## config.mk

```make
export PLATFORM = sky130hd
export DESIGN_NAME = led_icon_blink_and_chase_top
export DESIGN_NICKNAME = d
export VERILOG_FILES = /design/src/rtl/core/lbc_pkg.sv /design/src/rtl/core/led_icon_blink_and_chase_top.sv /design/src/rtl/core/lbc_ctrl.sv /design/src/rtl/core/lbc_datapath.sv
export VERILOG_INCLUDE_DIRS = /design/src /design/src/rtl/core
export SDC_FILE = /design/constraint.sdc
export NUM_CORES = 1
export LEC_CHECK = 0
export BUFFER_PORTS_ARGS = -buffer_cell sky130_fd_sc_hd__buf_2
export CORE_MARGIN = 4
export CORE_UTILIZATION = 56
export CTS_CLUSTER_SIZE = 14
export DETAILED_ROUTE_END_ITERATION = 8
export MAX_ROUTING_LAYER = met4
export PLACE_DENSITY = 0.8
export RECOVER_POWER = 50
export SLEW_MARGIN = 15
export SYNTH_ARGS = -nofsm -noshare
export SYNTH_HDL_FRONTEND = slang
export SYNTH_HIERARCHICAL = 1
export SYNTH_SLANG_ARGS = --single-unit
```

## constraint.sdc

```tcl
create_clock -name clk -period 11.4 [get_ports clk]
set_input_delay 1.71 -clock clk [delete_from_list [all_inputs] [get_ports clk]]
set_output_delay 1.71 -clock clk [all_outputs]
set_load 0.03 [all_outputs]
```

## src/rtl/core/led_icon_blink_and_chase_top_assert.svh

```systemverilog
// Assertion macros shared by the icon blink and chase modules.
`ifndef LED_ICON_BLINK_AND_CHASE_TOP_ASSERT_SVH
`define LED_ICON_BLINK_AND_CHASE_TOP_ASSERT_SVH
`ifndef SYNTHESIS
// same-cycle implication, sampled on clk, off while arst_n is low
`define LBC_ASSERT_IMP(lbl, ante, cons) \
	lbl: assert property (@(posedge clk) disable iff (!arst_n) (ante) |-> (cons)) \
		else $error("lbc assertion failed");
// next-cycle implication
`define LBC_ASSERT_NXT(lbl, ante, cons) \
	lbl: assert property (@(posedge clk) disable iff (!arst_n) (ante) |=> (cons)) \
		else $error("lbc assertion failed");
`else
`define LBC_ASSERT_IMP(lbl, ante, cons)
`define LBC_ASSERT_NXT(lbl, ante, cons)
`endif
`endif

```

## src/rtl/core/lbc_pkg.sv

```systemverilog
// Shared types and constants of the icon LED blink and chase block.
package lbc_pkg;

	localparam int ICON_SLOTS  = 8;
	localparam int ICON_W      = 3;
	localparam int CNT_W       = 4;
	localparam int ITEM_IDX_W  = 8;
	localparam int COLOR_W     = 24;
	localparam int CHAN_W      = 8;
	localparam int PERIOD_W    = 16;
	localparam int TIME_W      = 32;
	localparam int MODE_W      = 2;
	localparam int CFG_IDX_W   = 2;
	localparam int CFG_DATA_W  = 24;

	localparam logic [CNT_W-1:0]  MAX_CNT  = CNT_W'(ICON_SLOTS);
	localparam logic [CNT_W-1:0]  CNT_ONE  = CNT_W'(1);
	localparam logic [ICON_W-1:0] ICON_ONE = ICON_W'(1);

	// item kinds
	localparam logic [MODE_W-1:0] MODE_TICK  = 2'd0;
	localparam logic [MODE_W-1:0] MODE_SET   = 2'd1;
	localparam logic [MODE_W-1:0] MODE_BLINK = 2'd2;
	localparam logic [MODE_W-1:0] MODE_CLEAR = 2'd3;

	// register indexes
	localparam logic [CFG_IDX_W-1:0] REG_ICON_COUNT     = 2'd0;
	localparam logic [CFG_IDX_W-1:0] REG_CYCLE_INTERVAL = 2'd1;
	localparam logic [CFG_IDX_W-1:0] REG_CYCLE_COLOR    = 2'd2;

	// datapath operations issued by the controller
	typedef enum logic [2:0] {
		OP_NONE         = 3'd0,
		OP_ACCEPT       = 3'd1,
		OP_DECODE       = 3'd2,
		OP_SCAN         = 3'd3,
		OP_CHASE_FIRST  = 3'd4,
		OP_CHASE_SECOND = 3'd5,
		OP_CMD          = 3'd6,
		OP_FLUSH        = 3'd7
	} op_t;

	typedef struct packed {
		op_t  op;
		logic cfg_open;
	} ctrl_cmd_t;

	typedef struct packed {
		logic is_tick;
		logic cnt_zero;
		logic cmd_in_range;
		logic scan_hit;
		logic scan_last;
		logic chase_due;
		logic chase_two;
		logic produce_ok;
		logic flush_ok;
		logic hold_valid;
	} dp_status_t;

endpackage

```

## src/rtl/core/led_icon_blink_and_chase_top.sv

```systemverilog
// A command's result enters the hold slot in the command state, the output register on release.
// Throughput: one request per pass; a command pass runs accept, decode, command and release,
// a tick pass accept, decode, one scan step per icon, chase, a second chase step when it
// writes two icons, and release; a tick with no icons or a dropped command stops after decode.
// Any pass stretches while a result waits on a stalled output register.
// Reset: arst_n clears config, time, chase, blink flags and result stages; blink data undefined.
module led_icon_blink_and_chase_top (
	input  logic                                  clk,
	input  logic                                  arst_n,
	// requests
	input  logic                                  in_valid,
	output logic                                  in_stall,
	input  logic [lbc_pkg::MODE_W-1:0]            mode,
	input  logic [lbc_pkg::ITEM_IDX_W-1:0]        icon_index,
	input  logic [lbc_pkg::CHAN_W-1:0]            red,
	input  logic [lbc_pkg::CHAN_W-1:0]            green,
	input  logic [lbc_pkg::CHAN_W-1:0]            blue,
	input  logic [lbc_pkg::PERIOD_W-1:0]          blink_period,
	// register writes
	input  logic                                  cfg_valid,
	output logic                                  cfg_ready,
	input  logic [lbc_pkg::CFG_IDX_W-1:0]         cfg_index,
	input  logic [lbc_pkg::CFG_DATA_W-1:0]        cfg_data,
	// results
	output logic                                  out_valid,
	input  logic                                  out_stall,
	output logic                                  pixel_write,
	output logic [lbc_pkg::ICON_W-1:0]            pixel_index,
	output logic [lbc_pkg::COLOR_W-1:0]           pixel_color,
	output logic                                  refresh,
	output logic                                  last
);

	lbc_pkg::ctrl_cmd_t  cmd;
	lbc_pkg::dp_status_t status;

	assign cfg_ready = cmd.cfg_open;

	// sequencer
	lbc_ctrl u_ctrl (
		.clk      (clk),
		.arst_n   (arst_n),
		.in_valid (in_valid),
		.in_stall (in_stall),
		.status   (status),
		.cmd      (cmd)
	);

	// state, blink store and result stages
	lbc_datapath u_datapath (
		.clk          (clk),
		.arst_n       (arst_n),
		.cmd          (cmd),
		.status       (status),
		.mode         (mode),
		.icon_index   (icon_index),
		.red          (red),
		.green        (green),
		.blue         (blue),
		.blink_period (blink_period),
		.cfg_valid    (cfg_valid),
		.cfg_index    (cfg_index),
		.cfg_data     (cfg_data),
		.out_valid    (out_valid),
		.out_stall    (out_stall),
		.pixel_write  (pixel_write),
		.pixel_index  (pixel_index),
		.pixel_color  (pixel_color),
		.refresh      (refresh),
		.last         (last)
	);

endmodule

```

## src/rtl/core/lbc_ctrl.sv

```systemverilog
// Controller state machine of the icon LED blink and chase block.
`include "led_icon_blink_and_chase_top_assert.svh"
module lbc_ctrl (
	input  logic                clk,
	input  logic                arst_n,
	input  logic                in_valid,
	output logic                in_stall,
	input  lbc_pkg::dp_status_t status,
	output lbc_pkg::ctrl_cmd_t  cmd
);

	typedef enum logic [6:0] {
		ST_IDLE    = 7'b0000001,
		ST_DECODE  = 7'b0000010,
		ST_SCAN    = 7'b0000100,
		ST_CHASE_A = 7'b0001000,
		ST_CHASE_B = 7'b0010000,
		ST_CMD     = 7'b0100000,
		ST_FLUSH   = 7'b1000000
	} state_t;

	state_t state_q;
	state_t state_d;

	// one request at a time: take a new one only when idle
	assign in_stall = (state_q != ST_IDLE);

	// next state and datapath operation
	always_comb begin
		state_d      = state_q;
		cmd.op       = lbc_pkg::OP_NONE;
		cmd.cfg_open = 1'b0;
		case (state_q)
			ST_IDLE: begin
				cmd.cfg_open = 1'b1;
				if (in_valid) begin
					cmd.op  = lbc_pkg::OP_ACCEPT;
					state_d = ST_DECODE;
				end
			end
			ST_DECODE: begin
				cmd.op = lbc_pkg::OP_DECODE;
				if (status.is_tick) begin
					state_d = status.cnt_zero ? ST_IDLE : ST_SCAN;
				end else begin
					state_d = status.cmd_in_range ? ST_CMD : ST_IDLE;
				end
			end
			ST_SCAN: begin
				// one icon per cycle; wait when a toggle has no room
				if (!status.scan_hit || status.produce_ok) begin
					cmd.op = lbc_pkg::OP_SCAN;
					if (status.scan_last) begin
						state_d = ST_CHASE_A;
					end
				end
			end
			ST_CHASE_A: begin
				if (!status.chase_due) begin
					state_d = ST_FLUSH;
				end else if (status.produce_ok) begin
					cmd.op  = lbc_pkg::OP_CHASE_FIRST;
					state_d = status.chase_two ? ST_CHASE_B : ST_FLUSH;
				end
			end
			ST_CHASE_B: begin
				if (status.produce_ok) begin
					cmd.op  = lbc_pkg::OP_CHASE_SECOND;
					state_d = ST_FLUSH;
				end
			end
			ST_CMD: begin
				if (status.produce_ok) begin
					cmd.op  = lbc_pkg::OP_CMD;
					state_d = ST_FLUSH;
				end
			end
			ST_FLUSH: begin
				if (!status.hold_valid) begin
					state_d = ST_IDLE;
				end else if (status.flush_ok) begin
					cmd.op  = lbc_pkg::OP_FLUSH;
					state_d = ST_IDLE;
				end
			end
			default: begin
				state_d = ST_IDLE;
			end
		endcase
	end

	// state register
	always_ff @(posedge clk or negedge arst_n) begin
		if (!arst_n) begin
			state_q <= ST_IDLE;
		end else begin
			state_q <= state_d;
		end
	end

	`LBC_ASSERT_NXT(a_accept_decode, (in_valid && !in_stall), (state_q == ST_DECODE))
	`LBC_ASSERT_NXT(a_scan_waits, (state_q == ST_SCAN && status.scan_hit && !status.produce_ok), (state_q == ST_SCAN))
	`LBC_ASSERT_NXT(a_flush_done, (state_q == ST_FLUSH && status.hold_valid && status.flush_ok), (state_q == ST_IDLE && !status.hold_valid))

endmodule

```

## src/rtl/core/lbc_datapath.sv

```systemverilog
// Datapath of the icon LED blink and chase block: config, time, blink store, result stages.
`include "led_icon_blink_and_chase_top_assert.svh"
module lbc_datapath (
	input  logic                                  clk,
	input  logic                                  arst_n,
	input  lbc_pkg::ctrl_cmd_t                    cmd,
	output lbc_pkg::dp_status_t                   status,
	// request fields
	input  logic [lbc_pkg::MODE_W-1:0]            mode,
	input  logic [lbc_pkg::ITEM_IDX_W-1:0]        icon_index,
	input  logic [lbc_pkg::CHAN_W-1:0]            red,
	input  logic [lbc_pkg::CHAN_W-1:0]            green,
	input  logic [lbc_pkg::CHAN_W-1:0]            blue,
	input  logic [lbc_pkg::PERIOD_W-1:0]          blink_period,
	// register writes
	input  logic                                  cfg_valid,
	input  logic [lbc_pkg::CFG_IDX_W-1:0]         cfg_index,
	input  logic [lbc_pkg::CFG_DATA_W-1:0]        cfg_data,
	// results
	output logic                                  out_valid,
	input  logic                                  out_stall,
	output logic                                  pixel_write,
	output logic [lbc_pkg::ICON_W-1:0]            pixel_index,
	output logic [lbc_pkg::COLOR_W-1:0]           pixel_color,
	output logic                                  refresh,
	output logic                                  last
);

	localparam int TW = lbc_pkg::TIME_W;
	localparam int NI = lbc_pkg::ICON_SLOTS;

	// configuration
	logic [lbc_pkg::CNT_W-1:0]    icon_count_q;
	logic [lbc_pkg::PERIOD_W-1:0] cycle_interval_q;
	logic [lbc_pkg::COLOR_W-1:0]  cycle_color_q;

	// latched request
	logic [lbc_pkg::MODE_W-1:0]     mode_q;
	logic [lbc_pkg::ITEM_IDX_W-1:0] idx_q;
	logic [lbc_pkg::COLOR_W-1:0]    color_q;
	logic [lbc_pkg::PERIOD_W-1:0]   period_q;

	// time and chase state
	logic [TW-1:0]                time_q;
	logic [TW-1:0]                last_chase_q;
	logic                         chase_valid_q;
	logic [lbc_pkg::ICON_W-1:0]   chase_pos_q;
	logic [lbc_pkg::ICON_W-1:0]   scan_idx_q;

	// blink store
	logic [NI-1:0]                blink_en_q;
	logic [NI-1:0]                blink_lit_q;
	logic [lbc_pkg::COLOR_W-1:0]  blink_color_q [NI];
	logic [lbc_pkg::PERIOD_W-1:0] blink_half_q  [NI];
	logic [TW-1:0]                blink_last_q  [NI];

	// result staging: a hold slot so the final result can be marked
	logic                         hold_valid_q;
	logic                         hold_wr_q;
	logic [lbc_pkg::ICON_W-1:0]   hold_idx_q;
	logic [lbc_pkg::COLOR_W-1:0]  hold_col_q;
	logic                         hold_rf_q;

	logic                         out_valid_q;
	logic                         out_wr_q;
	logic [lbc_pkg::ICON_W-1:0]   out_idx_q;
	logic [lbc_pkg::COLOR_W-1:0]  out_col_q;
	logic                         out_rf_q;
	logic                         out_last_q;

	logic                           cfg_write;
	logic [lbc_pkg::PERIOD_W-1:0]   interval_next;
	logic [lbc_pkg::CNT_W-1:0]      eff_count;
	logic [lbc_pkg::CNT_W-1:0]      eff_m1;
	logic [lbc_pkg::ITEM_IDX_W-1:0] eff_ext;
	logic [TW-1:0]                  blink_elapsed;
	logic [TW-1:0]                  half_ext;
	logic [TW-1:0]                  chase_elapsed;
	logic [TW-1:0]                  interval_ext;
	logic                           scan_hit;
	logic [lbc_pkg::ICON_W-1:0]     chase_nxt;
	logic                           off_emit;
	logic                           on_emit;
	logic                           pos_in_range;
	logic                           can_push;
	logic                           produce;
	logic                           chase_upd;
	logic                           new_wr;
	logic [lbc_pkg::ICON_W-1:0]     new_idx;
	logic [lbc_pkg::COLOR_W-1:0]    new_col;
	logic                           new_rf;
	logic                           push_out;
	logic                           is_flush;

	assign cfg_write = cfg_valid && cmd.cfg_open;
	assign interval_next = (cfg_index == lbc_pkg::REG_CYCLE_INTERVAL) ?
		cfg_data[lbc_pkg::PERIOD_W-1:0] : cycle_interval_q;

	// count in use, capped
	assign eff_count = (icon_count_q > lbc_pkg::MAX_CNT) ? lbc_pkg::MAX_CNT : icon_count_q;
	assign eff_m1    = eff_count - lbc_pkg::CNT_ONE;
	assign eff_ext   = {{(lbc_pkg::ITEM_IDX_W-lbc_pkg::CNT_W){1'b0}}, eff_count};

	// blink due test for the scanned icon
	assign half_ext      = {{(TW-lbc_pkg::PERIOD_W){1'b0}}, blink_half_q[scan_idx_q]};
	assign blink_elapsed = time_q - blink_last_q[scan_idx_q];
	assign scan_hit      = blink_en_q[scan_idx_q] && (blink_elapsed >= half_ext);

	// chase step decision
	assign interval_ext  = {{(TW-lbc_pkg::PERIOD_W){1'b0}}, cycle_interval_q};
	assign chase_elapsed = time_q - last_chase_q;
	assign chase_nxt = !chase_valid_q ? '0 :
		(({1'b0, chase_pos_q} == eff_m1) ? '0 : chase_pos_q + lbc_pkg::ICON_ONE);
	assign off_emit = chase_valid_q && !blink_en_q[chase_pos_q];
	assign on_emit  = !blink_en_q[chase_nxt];
	assign pos_in_range = ({1'b0, chase_pos_q} < eff_count);

	// room to move the hold slot into the output register
	assign can_push = !out_valid_q || !out_stall;

	always_comb begin
		status.is_tick      = (mode_q == lbc_pkg::MODE_TICK);
		status.cnt_zero     = (eff_count == '0);
		status.cmd_in_range = (idx_q < eff_ext);
		status.scan_hit     = scan_hit;
		status.scan_last    = ({1'b0, scan_idx_q} == eff_m1);
		status.chase_due    = (chase_elapsed >= interval_ext);
		status.chase_two    = off_emit && on_emit;
		status.produce_ok   = !hold_valid_q || can_push;
		status.flush_ok     = can_push;
		status.hold_valid   = hold_valid_q;
	end

	// result produced by this operation
	always_comb begin
		produce   = 1'b0;
		chase_upd = 1'b0;
		new_wr    = 1'b0;
		new_idx   = '0;
		new_col   = '0;
		new_rf    = 1'b0;
		case (cmd.op)
			lbc_pkg::OP_SCAN: begin
				if (scan_hit) begin
					produce = 1'b1;
					new_wr  = 1'b1;
					new_idx = scan_idx_q;
					new_col = blink_lit_q[scan_idx_q] ? '0 : blink_color_q[scan_idx_q];
					new_rf  = 1'b1;
				end
			end
			lbc_pkg::OP_CHASE_FIRST: begin
				produce   = 1'b1;
				chase_upd = !(off_emit && on_emit);
				if (off_emit) begin
					new_wr  = 1'b1;
					new_idx = chase_pos_q;
					new_rf  = !on_emit;
				end else if (on_emit) begin
					new_wr  = 1'b1;
					new_idx = chase_nxt;
					new_col = cycle_color_q;
					new_rf  = 1'b1;
				end else begin
					new_rf  = 1'b1;
				end
			end
			lbc_pkg::OP_CHASE_SECOND: begin
				produce   = 1'b1;
				chase_upd = 1'b1;
				new_wr    = 1'b1;
				new_idx   = chase_nxt;
				new_col   = cycle_color_q;
				new_rf    = 1'b1;
			end
			lbc_pkg::OP_CMD: begin
				produce = 1'b1;
				new_wr  = 1'b1;
				new_idx = idx_q[lbc_pkg::ICON_W-1:0];
				new_col = (mode_q == lbc_pkg::MODE_CLEAR) ? '0 : color_q;
				new_rf  = 1'b1;
			end
			default: begin
			end
		endcase
	end

	assign is_flush = (cmd.op == lbc_pkg::OP_FLUSH);
	assign push_out = (produce && hold_valid_q) || is_flush;

	// request latch
	always_ff @(posedge clk) begin
		if (cmd.op == lbc_pkg::OP_ACCEPT) begin
			mode_q   <= mode;
			idx_q    <= icon_index;
			color_q  <= {red, green, blue};
			period_q <= blink_period;
		end
	end

	// configuration, time, chase and blink flags
	always_ff @(posedge clk or negedge arst_n) begin
		if (!arst_n) begin
			icon_count_q     <= '0;
			cycle_interval_q <= '0;
			cycle_color_q    <= '0;
			time_q           <= '0;
			last_chase_q     <= '0;
			chase_valid_q    <= 1'b0;
			chase_pos_q      <= '0;
			scan_idx_q       <= '0;
			blink_en_q       <= '0;
			blink_lit_q      <= '0;
		end else begin
			if (cmd.op == lbc_pkg::OP_DECODE) begin
				scan_idx_q <= '0;
				if (mode_q == lbc_pkg::MODE_TICK) begin
					time_q <= time_q + TW'(1);
				end
			end
			if (cmd.op == lbc_pkg::OP_SCAN) begin
				scan_idx_q <= scan_idx_q + lbc_pkg::ICON_ONE;
				if (scan_hit) begin
					blink_lit_q[scan_idx_q] <= !blink_lit_q[scan_idx_q];
				end
			end
			if (chase_upd) begin
				chase_pos_q   <= chase_nxt;
				chase_valid_q <= 1'b1;
				last_chase_q  <= time_q;
			end
			if (cmd.op == lbc_pkg::OP_CMD) begin
				case (mode_q)
					lbc_pkg::MODE_BLINK: begin
						blink_en_q[idx_q[lbc_pkg::ICON_W-1:0]]  <= 1'b1;
						blink_lit_q[idx_q[lbc_pkg::ICON_W-1:0]] <= 1'b1;
					end
					default: begin
						blink_en_q[idx_q[lbc_pkg::ICON_W-1:0]] <= 1'b0;
					end
				endcase
			end
			// a write to a defined register restarts the chase and stops all blinking
			if (cfg_write) begin
				case (cfg_index)
					lbc_pkg::REG_ICON_COUNT:
						icon_count_q <= cfg_data[lbc_pkg::CNT_W-1:0];
					lbc_pkg::REG_CYCLE_INTERVAL:
						cycle_interval_q <= cfg_data[lbc_pkg::PERIOD_W-1:0];
					lbc_pkg::REG_CYCLE_COLOR:
						cycle_color_q <= cfg_data[lbc_pkg::COLOR_W-1:0];
					default: begin
					end
				endcase
				if (cfg_index <= lbc_pkg::REG_CYCLE_COLOR) begin
					last_chase_q  <= time_q - {{(TW-lbc_pkg::PERIOD_W){1'b0}}, interval_next};
					chase_valid_q <= 1'b0;
					chase_pos_q   <= '0;
					blink_en_q    <= '0;
					blink_lit_q   <= '0;
				end
			end
		end
	end

	// blink parameters, written by blink commands and toggles
	always_ff @(posedge clk) begin
		if (cmd.op == lbc_pkg::OP_SCAN && scan_hit) begin
			blink_last_q[scan_idx_q] <= time_q;
		end
		if (cmd.op == lbc_pkg::OP_CMD && mode_q == lbc_pkg::MODE_BLINK) begin
			blink_color_q[idx_q[lbc_pkg::ICON_W-1:0]] <= color_q;
			blink_half_q[idx_q[lbc_pkg::ICON_W-1:0]]  <= period_q;
			blink_last_q[idx_q[lbc_pkg::ICON_W-1:0]]  <= time_q;
		end
	end

	// hold slot and output register control
	always_ff @(posedge clk or negedge arst_n) begin
		if (!arst_n) begin
			hold_valid_q <= 1'b0;
			out_valid_q  <= 1'b0;
		end else begin
			if (produce) begin
				hold_valid_q <= 1'b1;
			end else if (is_flush) begin
				hold_valid_q <= 1'b0;
			end
			if (can_push) begin
				out_valid_q <= push_out;
			end
		end
	end

	// hold slot and output register payload
	always_ff @(posedge clk) begin
		if (produce) begin
			hold_wr_q  <= new_wr;
			hold_idx_q <= new_idx;
			hold_col_q <= new_col;
			hold_rf_q  <= new_rf;
		end
		if (push_out && can_push) begin
			out_wr_q   <= hold_wr_q;
			out_idx_q  <= hold_idx_q;
			out_col_q  <= hold_col_q;
			out_rf_q   <= hold_rf_q;
			out_last_q <= is_flush;
		end
	end

	assign out_valid   = out_valid_q;
	assign pixel_write = out_wr_q;
	assign pixel_index = out_idx_q;
	assign pixel_color = out_col_q;
	assign refresh     = out_rf_q;
	assign last        = out_last_q;

	`LBC_ASSERT_IMP(a_hold_room, (produce && hold_valid_q), can_push)
	`LBC_ASSERT_IMP(a_chase_pos, chase_valid_q, pos_in_range)
	`LBC_ASSERT_NXT(a_out_held, (out_valid_q && out_stall), (out_valid_q && $stable(out_col_q)))

endmodule

```

# After elaboration in Yosys (flattened, before gate mapping)
# Memories as Yosys holds them, arrays and structs flattened.
# Cells that the tools add are included.
# W data, S select, Z words.
totals:
  wordCells: 201
  reg_bits: 249
  mem_count: 3
  in_bits: 81
  mem_bits_rw: 576
classes:
  magnitude_cmp: 11
  muxes: 88
  add_sub_neg: 7
  bitwise: 4
  eq_ne: 27
  reduce_logical: 35
mem_list:
  columns: ["memory", "depth", "word_bits", "rd", "rd_ports_with_merged_regs", "write_ports", "line_no", "source"]
  rows:
  - ["u_datapath.blink_last_q", 8, 32, 1, 0, 1, "lbc_datapath.sv:55", "logic [TW-1:0] blink_last_q [NI];"]
  - ["u_datapath.blink_color_q", 8, 24, 1, 0, 1, "lbc_datapath.sv:53", "logic [lbc_pkg::COLOR_W-1:0] blink_color_q [NI];"]
  - ["u_datapath.blink_half_q", 8, 16, 1, 0, 1, "lbc_datapath.sv:54", "logic [lbc_pkg::PERIOD_W-1:0] blink_half_q [NI];"]
op_table:
  columns: ["cell", "count"]
  rows:
  - ["$mux W32", 4]
  - ["$mux W24", 5]
  - ["$pmux W24 S4", 1]
  - ["$mux W8", 10]
  - ["$mux W7", 10]
  - ["$ge A32 B16 Y1", 2]
  - ["$sub A32 B32 Y32", 2]
  - ["$mux W3", 18]
  - ["$pmux W7 S6", 1]
  - ["$add A32 B1 Y32 const B", 1]
  - ["$reduce_or A32 Y1", 1]
  - ["$sub A32 B16 Y32", 1]
  - ["$mux W1", 22]
  - ["$pmux W3 S7", 1]
  - ["$lt A3 B4 Y1 const B", 4]
  - ["$mux W16", 1]
  - ["$or A8 B8 Y8", 2]
  - ["$bmux W1 S3", 4]
  - ["$eq A3 B3 Y1 const B", 4]
  - ["$pmux W3 S4", 1]
  - ["$logic_and A1 B1 Y1", 10]
  - ["$and A8 B8 Y8", 1]
  - ["$bwmux W8", 1]
  - ["$eq A3 B4 Y1", 2]
  - ["other kinds (37)", 63]

# Longest topological paths before layout
depth:
  depth_word: 15
  mapped_depth: 43
  depth_no_buf: 36

# Cells and area by module
# The synthesis kept the hierarchy.
by_module_without_submodules:
  columns: ["module", "cells_per_inst", "area_per_inst_um2", "n_inst"]
  rows:
  - ["lbc_datapath", 2628, 36127.1, 1]
  - ["lbc_ctrl", 59, 549.3, 1]

# Worst setup path before layout
# Ideal clock, no wire load.
synth_path:
  path_type: "register to register"
  start: "register u_datapath/scan_idx_q[0] (netlist bit)"
  end: "memory u_datapath/blink_last_q[2][0] (netlist bit), enable pin"
  required_time_ns: 10.889
  stages_incl_launch_ff: 36
  slack_ns: 0.269
  t_arrival_ns: 10.620
  cell_sequence: "dfrtp_1 -> clkbuf_1 -> inv_1 -> clkbuf_1 -> nor3_1 -> clkbuf_1 -> buf_1 -> a22oi_1 -> and3_1 -> ha_1 -> a21oi_1 -> inv_1 -> o311ai_2 -> nor2_1 -> a211oi_1 -> o21ai_0 -> xor2_1 -> ha_1 -> a2111oi_0 -> o21ai_0 -> nor4_1 -> o311a_1 -> o2111ai_1 -> nor4_1 -> and4_1 -> buf_4 -> buf_12 -> nor2_1 -> buf_4 -> nor2b_1 -> o211ai_1 -> clkbuf_1 -> nand2_1 -> nor3_2 -> or2b_2 -> o41ai_1"
synth_lines:
  columns: ["element", "line_no", "source"]
  rows:
  - ["from (decl)", "lbc_datapath.sv:48", "logic [lbc_pkg::ICON_W-1:0] scan_idx_q;"]
  - ["from (signal assigned)", "lbc_datapath.sv:222", "scan_idx_q <= scan_idx_q + lbc_pkg::ICON_ONE;"]
  - ["to (decl)", "lbc_datapath.sv:55", null]

==> results.json <==
{
  "status": "finished, violations left",
  "failed_checks": "max-capacitance violations, max-slew violations",
  "cpPeakStageDelay_ps": 940,
  "synthCells": 2687,
  "worstHoldPathType": "flip-flop to flip-flop",
  "async_flop_share_pct": 16.97,
  "antenna_found_initial": 2,
  "coreArea_mm2": 0.06470,
  "syn_to_final_growth_pct": 11.78,
  "cts-root-buf": "clkbuf_16",
  "rsz0062_at_grt": "no",
  "antenna_left": 0,
  "synth_top_family_by_area": "compound AO/OA/AOI/OAI gates",
  "finalNetCount": 3022,
  "yosysTopAreaCell": "edfxtp_1",
  "synth_xor_area_share_pct": 2.091,
  "post-route-period-util_pct": 88.81,
  "syn_area_per_cell_um2": 13.65,
  "worstSetupEndpointType": "flip-flop",
  "cts_setup_buffers": 0,
  "max_freq_ghz": 0.09877,
  "clk_latency_ps": 640,
  "grt_use_total_pct": 27.80,
  "ys_warn_count": 6,
  "port_buffers": 113,
  "synthSimpleGateAreaFrac_pct": 8.430,
  "die_w_um": 263.9,
  "synth_fa_ha_area_share_pct": 4.257,
  "setup_tns_ps": 0,
  "synth_most_common_cell": "edfxtp_1",
  "clk_pin_slew_worst_paths_ps": 70,
  "initial_core_util_pct": 56.69,
  "synth_seq_cells": 825,
  "grt_pass1_vias": 24820,
  "die_h_um": 263.9,
  "drt-vias-per-instance": 6.660,
  "hold_violations": 0,
  "gp_congestion": 0.9352,
  "firstDrtPassIters": 7,
  "drc_errors": 0,
  "cp.arrival_ps": 10400,
  "synthMuxAreaShare_pct": 2.177,
  "synth_area_mm2": 0.03668,
  "ys_top_cells_by_area": "edfxtp_1, dfrtp_1, a22oi_1, ha_1, a21oi_1",
  "num_io_pins": 114,
  "required_ps": 11670,
  "synth-compound-area-share_pct": 14.99,
  "finish.utilization_pct": 63.37,
  "synth-edff-count": 685,
  "slowest_stage": "dfrtp_1",
  "grt-ovfl-total": 0,
  "crit_buf_inv": 4,
  "maxCapViolCount": 2,
  "cts_hold_buf": 0,
  "synth_nets": 2891,
  "numCtsBuffers": 81,
  "grt_start_max_net_pins": 74,
  "worstMarginPinSlew_ps": 4707,
  "crit_fanout": 32,
  "routed_wl_um": 95880,
  "slew_headroom_pct": -213.8,
  "wire_per_inst_um": 25.64,
  "cp-start-kind": "flip-flop",
  "pwr_density_cell_mw_per_mm2": 244.7,
  "synth_cell_type_count": 93,
  "ys.flop_type": "edfxtp_1",
  "grt_pass1_wl_um": 146600,
  "cts_tree": "yes",
  "cts_sinks": 825,
  "min_period_ps": 10120,
  "maxSlewViolCount": 143,
  "ctsHtreeMaxLevel": 3,
  "netlist.area_leader.share_pct": 56.08,
  "leakage_nw": 15.24,
  "rows": 93,
  "fp.dieArea_mm2": 0.06965,
  "dp_hpwl_um": 59060,
  "ctsResizeCount": 0,
  "setup_viol": 0,
  "ys_top_cells_by_count": "edfxtp_1, a22oi_1, nand2_1",
  "path_delay_family": "simple AND/OR/NAND/NOR gates",
  "ir_worst_vdd_v": 0.0002083,
  "drt_iter0_markers": 3398,
  "cts_buffer_depth": 3,
  "clock_skew_ps": 27.60,
  "vias": 24901,
  "path_class": "flip-flop to flip-flop",
  "drive_above_1_share_pct": 11.49,
  "seq_area_frac_synth_pct": 65.64
}
metrics by stage:
stage | hold slack, ps | instance area (um2) | worst slack [ps] | power [mW] | std cells
after global placement | 401.5 | 38400 | 2035 | 7.123 | 3590
after floorplan | 400.3 | 36680 | 269.4 | 6.243 | 2687
after detailed placement | 405.4 | 38400 | 1689 | 7.265 | 3590
after CTS | 404.6 | 41100 | 1543 | 9.995 | 3737
after global routing | 416.6 | 41000 | 628.3 | 10.56 | 3739
final | 404.3 | 41000 | 1275 | 10.03 | 3739
worst register-to-register path: cells and delay by family, from the launching register on:
family	cells	cell delay, ps
AOI/OAI and AO/OA	10	2280
xor gates and xnor gates	1	180
adders and majority gates	2	530
buffers and inverters	4	1830
DFF	1	940
muxes	1	320
and+or+nand+nor	13	3700
path summary, 6_finish.rpt:
path                                     startpoint                             end  slack (ps)  cells past startpoint
setup reg to reg           u_datapath/scan_idx_q[0]  u_datapath/blink_half_q[2][14]        1280                     31
min in group asynchronous                    arst_n     u_datapath/last_chase_q[23]        2730                      1
setup / recovery           u_datapath/scan_idx_q[0]  u_datapath/blink_half_q[2][14]        1280                     31
hold reg to reg            u_datapath/hold_col_q[3]       u_datapath/pixel_color[3]         400                      0
max in group asynchronous                    arst_n       u_datapath/chase_pos_q[1]        3470                      2
hold / removal             u_datapath/hold_col_q[3]       u_datapath/pixel_color[3]         400                      0
flip-flops by register name (all words and copies together) (netlist names), 2 cells and up:
register                     count
u_datapath/hold_col_q           24
u_datapath/blink_half_q        128
u_datapath/period_q             16
u_datapath/cycle_color_q        24
u_ctrl/state_q                   7
u_datapath/pixel_color          24
u_datapath/last_chase_q         32
u_datapath/idx_q                 8
u_datapath/blink_en_q            8
u_datapath/blink_lit_q           8
u_datapath/cycle_interval_q     16
u_datapath/blink_last_q        256
u_datapath/pixel_index           3
u_datapath/chase_pos_q           3
u_datapath/scan_idx_q            3
u_datapath/time_q               32
u_datapath/icon_count_q          4
u_datapath/hold_idx_q            3
u_datapath/color_q              24
u_datapath/mode_q                2
u_datapath/blink_color_q       192
layout by cell type, fill, tap and decap left out, types with 32 or more instances in the layout:
cell type	synthesis	layout
a21o_1	56	56
clkbuf_1	93	74
clkbuf_16	0	81
inv_1	94	93
mux2i_1	37	37
nor2_1	120	108
dfrtp_1	139	139
buf_4	6	43
nand4_1	43	43
a22o_1	59	59
a221oi_1	36	36
a21oi_1	119	116
mux2_2	32	32
nand2_1	156	156
o21ai_0	94	94
xnor2_1	60	60
buf_2	9	68
and3_1	50	50
nand3_1	44	44
a22oi_1	221	221
edfxtp_1	685	685
ha_1	120	120
cell families (layout without fill, tap and decap cells):
logic type      count (synthesis)  in the layout
mux                            73             73
other cells                     0              2
flops                         825            825
compound gates                772            772
xor+xnor                       86             86
fa+ha+maj                     123            123
simple gates                  592            592
buf+inv                       216            411
layer usage:
metal,share of wire [%],up-vias,GRT usage [%],wire length (um)
met5,0,-,-,0
met1,39,12304,37.04,37050
met2,48,1556,43.69,45620
met3,11,244,5.774,10190
met4,3.1,0,8.524,3019
li1,-,10797,-,-
where the power goes:
part | switching [mW] | internal, mW
clock | 1.15 | 1.56
sequential | 0.286 | 3.59
combinational | 2.11 | 1.33
layout make-up:
| cell class | instances | area, um2 |
|---|---|---|
| inverter | 96 | 360.3 |
| tap | 855 | 1070 |
| fill | 4541 | 23700 |
| clock buffer | 100 | 2118 |
| sequential | 825 | 24070 |
| clock inverter | 47 | 581.8 |
| multi-input combinational | 1646 | 11910 |
| antenna | 2 | 5.005 |
| timing repair buffer | 168 | 877.1 |
Power figures use the tool's default switching activity.
